## config.mk

```make
export PLATFORM = sky130hd
export DESIGN_NAME = svm_ctrl
export DESIGN_NICKNAME = d
export VERILOG_FILES = /design/src/svm_pkg.sv /design/src/svm_ctrl.sv
export SDC_FILE = /design/constraint.sdc
export NUM_CORES = 1
export LEC_CHECK = 0
export ABC_AREA = 0
export BUFFER_PORTS_ARGS = -buffer_cell sky130_fd_sc_hd__buf_2
export CAP_MARGIN = 10
export CORE_AREA = 10 10 47 49
export CTS_CLUSTER_DIAMETER = 30
export DETAILED_ROUTE_END_ITERATION = 8
export DIE_AREA = 0 0 57 59
export GPL_ROUTABILITY_DRIVEN = 0
export GPL_TIMING_DRIVEN = 0
export PLACE_DENSITY = 0.52
export SYNTH_ARGS = -nofsm -noshare
export SYNTH_HDL_FRONTEND = slang
export SYNTH_SLANG_ARGS = --single-unit
```

## constraint.sdc

```tcl
create_clock -name clk -period 3 [get_ports clk]
set_input_delay 0.6 -clock clk [delete_from_list [all_inputs] [get_ports clk]]
set_output_delay 0.6 -clock clk [all_outputs]
set_load 0.01 [all_outputs]
```

## src/svm_pkg.sv

```systemverilog
// shared constants, codes and control structs for the sample voice mixer
// depends on nothing; used by every mixer module but svm_ram, by scoped names
package svm_pkg;

  localparam int VOICES        = 8;
  localparam int SOUNDS        = 16;
  localparam int MAX_SOUND_LEN = 32768;

  localparam int SND_W    = 4;
  localparam int POS_W    = 15;
  localparam int LEN_W    = 16;
  localparam int SMP_W    = 16;
  localparam int VIDX_W   = 3;
  localparam int CNT_W    = 4;
  localparam int VOL_W    = 2;
  localparam int GAIN_W   = 10;
  localparam int PROD_W   = SMP_W + GAIN_W + 1;
  localparam int ACC_W    = PROD_W + $clog2(VOICES);
  localparam int STORE_AW = SND_W + POS_W;
  localparam int STORE_DEPTH = SOUNDS * MAX_SOUND_LEN;
  localparam int FRAC_BITS = 8;

  localparam logic [VOL_W-1:0]  VOL_MUTE  = 2'd0;
  localparam logic [VOL_W-1:0]  VOL_ONE   = 2'd1;
  localparam logic [VOL_W-1:0]  VOL_LOUD  = 2'd2;
  localparam logic [VOL_W-1:0]  VOL_RESET = VOL_LOUD;

  localparam logic [GAIN_W-1:0] GAIN_UNITY = 10'd256;
  localparam logic [GAIN_W-1:0] GAIN_BOOST = 10'd563;
  localparam logic [GAIN_W-1:0] GAIN_ZERO  = 10'd0;

  typedef enum logic [1:0] {
    CMD_LOAD   = 2'd0,
    CMD_LENGTH = 2'd1,
    CMD_PLAY   = 2'd2,
    CMD_TICK   = 2'd3
  } cmd_code_t;

  typedef struct packed {
    logic exec;
    logic tick_start;
    logic issue;
    logic finish;
    logic load_out;
  } ctl_cmd_t;

  typedef struct packed {
    logic last_voice;
  } dp_status_t;

endpackage

```

## src/svm_ctrl.sv

```systemverilog
// controller of the mixer: handshakes, tick sequencing, output valid
// depends on svm_pkg
module svm_ctrl (
  input  logic                clk,
  input  logic                rst_n,
  input  logic                in_valid,
  input  logic [1:0]          in_cmd,
  output logic                in_stall,
  output logic                out_valid,
  input  logic                out_stall,
  input  svm_pkg::dp_status_t st,
  output svm_pkg::ctl_cmd_t   cmd
);

  typedef enum logic [4:0] {
    S_IDLE   = 5'b00001,
    S_ISSUE  = 5'b00010,
    S_DRAIN1 = 5'b00100,
    S_DRAIN2 = 5'b01000,
    S_FINISH = 5'b10000
  } ctrl_state_t;

  ctrl_state_t state_r, state_nxt;
  logic        out_valid_r, out_valid_nxt;
  logic        ready;
  logic        accept;
  logic        is_tick;

  assign ready   = (state_r == S_IDLE) && (!out_valid_r || !out_stall);
  assign accept  = ready && in_valid;
  assign is_tick = (svm_pkg::cmd_code_t'(in_cmd) == svm_pkg::CMD_TICK);

  always_comb begin
    cmd.exec       = accept && !is_tick;
    cmd.tick_start = accept && is_tick;
    cmd.issue      = (state_r == S_ISSUE);
    cmd.finish     = (state_r == S_FINISH);
    cmd.load_out   = cmd.exec || cmd.finish;
  end

  always_comb begin
    state_nxt = state_r;
    case (state_r)
      S_IDLE: begin
        if (cmd.tick_start) state_nxt = S_ISSUE;
      end
      S_ISSUE: begin
        if (st.last_voice) state_nxt = S_DRAIN1;
      end
      S_DRAIN1: state_nxt = S_DRAIN2;
      S_DRAIN2: state_nxt = S_FINISH;
      S_FINISH: state_nxt = S_IDLE;
      default:  state_nxt = S_IDLE;
    endcase
  end

  always_comb begin
    out_valid_nxt = out_valid_r;
    if (cmd.load_out) begin
      out_valid_nxt = 1'b1;
    end else if (!out_stall) begin
      out_valid_nxt = 1'b0;
    end
  end

  always_ff @(posedge clk) begin
    if (!rst_n) begin
      state_r     <= S_IDLE;
      out_valid_r <= 1'b0;
    end else begin
      state_r     <= state_nxt;
      out_valid_r <= out_valid_nxt;
    end
  end

  assign in_stall  = !ready;
  assign out_valid = out_valid_r;

endmodule

```

==> flow_summary.json <==
{
  "synth-edff-count": 0,
  "required_ns": 2.40,
  "antenna_found_initial": 0,
  "nets": 65,
  "synth.area.top_cells": "dfxtp_1, nor3b_1, nor2_1",
  "layout_commonest_cell": "buf_2",
  "cts_made_buffers": 3,
  "drv_slew": 0,
  "end_kind": "primary output",
  "dp.cells": 69,
  "dieArea_sq_um": 3360,
  "max_freq_mhz": 500,
  "fin_crit_ns": 2.00,
  "start_util_pct": 23.0,
  "tightestPinTransition_ns": 0.271,
  "drt_iter0_drc": 7,
  "maxCapViolations": 0,
  "via_per_inst": 4.50,
  "grt_util_all_layers_pct": 5.09,
  "start_kind": "register",
  "cts.clk_slew.worst_paths_ns": 0.04,
  "synth_nets": 47,
  "cts_tree": "yes",
  "drc": 0,
  "layout.area.seq_sq_um": 120,
  "layout_worst_path_cycle_share_pct": 66.7,
  "ys_ff_latch": 6,
  "worstSetupPathType": "register to primary output",
  "cts.sinks": 6,
  "p_leak_nw": 0.214,
  "cts.repair.resized": 0,
  "cts.path.max_buffers": 2,
  "clkLatencyLatePin_ns": 0.25,
  "tns_ns": 0,
  "cts_hold_buf": 0,
  "outcome": "completed",
  "layout-drive-gt1-share_pct": 35.7,
  "final_cell_mix": "buf_2, dfxtp_1, nor2_1",
  "multi_input_area_sq_um": 176,
  "fin_skew_ns": 0.00293,
  "post_drt_wl_per_cell_um": 10.9,
  "fp.coreArea_sq_um": 1400,
  "p_per_area_nw_per_um2": 432,
  "grt_pass1_wl_um": 1280,
  "synth_top_cell_area_share_pct": 37.2,
  "grt_pass1_vias": 303,
  "crit_fanout": 6,
  "hp-class": "register to register",
  "fillers": 165,
  "syn-instance-count": 40,
  "antenna_cells": 0,
  "synth.distinct_cells": 21,
  "synth_top_area_cell": "dfxtp_1",
  "ir_worst_vdd_uv": 182,
  "overflow": 0,
  "cts-root-buf": "clkbuf_4",
  "ant_nets": 0,
  "arrival_ns": 1.40,
  "die_h_um": 59,
  "die_w_um": 57,
  "drt_first_pass_iters": 4,
  "final_cells": 72,
  "h-tree-depth": 1,
  "post_cts_buffers": 0,
  "hold_viol": 0,
  "syn_area_sq_um": 323,
  "synthFlopType": "dfxtp_1",
  "grt_max_degree": 7,
  "ios": 14,
  "rsz0062_at_grt": "false",
  "area_delta_synth_final_pct": 33.3,
  "max_slew_margin_pct": 81.9,
  "port_buffers": 13,
  "wirelength_um": 787,
  "yosysWarnings": 0,
  "yosysSeqAreaShare_pct": 37.2,
  "setup_viol": 0,
  "hpwl_um": 614,
  "synth_area_per_cell_sq_um": 8.07,
  "synthArstFlopShare_pct": 0,
  "fp-row-count": 14,
  "vias": 324
}
-- path summary, 6_finish.rpt --
path                                 start    endpoint  slack [ns]  cells after the start
worst max-delay path            state_r[3]      cmd[0]         1.0                      5
worst min-delay path            state_r[2]  state_r[4]        0.52                      1
worst max register to register  state_r[3]  state_r[0]        1.91                      3
worst min register to register  state_r[2]  state_r[4]        0.52                      1
-- cells by family after synthesis --
logic type             count (synthesis)  share of synthesized area [%]
buffers and inverters                  5                           8.14
flip-flops                             6                           37.2
AND/OR/NAND/NOR                       22                           40.3
AO/OA/AOI/OAI                          6                           11.6
XOR/XNOR                               1                           2.71
-- state kept, by name (all words and copies together), names as in the netlist --
| register | flops |
|---|---|
| out_valid | 1 |
| state_r | 5 |
-- worst max-delay path, cell delays in order (launching register included) --
cell and delay (ns):
dfxtp_1 0.34, and4bb_1 0.33, nand3_2 0.12, o21ai_1 0.13, buf_4 0.11, buf_2 0.12
-- layer usage --
metal  GRT usage [%]  routed length (um)  part of all wire [%]
met5               0                   0                     0
met2            7.60                 374                    48
met1            4.50                 309                    39
met3            3.43                  73                   9.3
met4            5.03                  30                   3.8
-- per-stage QoR --
stage | hold slack, ns | power (mW) | setup slack [ns] | utilization (%) | area, sq um
global placement | 0.505 | 0.111 | 0.998 | 29.1 | 408
global route | 0.545 | 0.196 | 0.886 | 30.7 | 430
CTS | 0.517 | 0.187 | 0.980 | 30.7 | 430
finish | 0.519 | 0.186 | 0.999 | 30.7 | 430
detailed placement | 0.505 | 0.111 | 1.01 | 29.1 | 408
floorplan | 0.478 | 0.0993 | 1.24 | - | 323
-- Yosys cell counts, types with 2 or more instances --
cell type / number
nor2_1: 5
dfxtp_1: 6
buf_4: 2
nand2_1: 4
nand3_1: 3
nor3b_1: 3
inv_1: 3
-- area by class of cell --
| type | count | share of cell area (%) |
|---|---|---|
| tap | 16 | 4.65 |
| buffer | 2 | 3.49 |
| clock buffer | 3 | 5.23 |
| timing repair buffer | 13 | 15.1 |
| multi-input combinational | 29 | 41.0 |
| sequential | 6 | 27.9 |
| inverter | 3 | 2.62 |
-- power by group --
| part | total, mW | internal (mW) | switching [mW] |
|---|---|---|---|
| clock network | 0.0768 | 0.0454 | 0.0314 |
| registers | 0.0835 | 0.0818 | 0.00169 |
| logic | 0.0256 | 0.0124 | 0.0132 |
No activity file was read; power rests on OpenSTA's default activity.
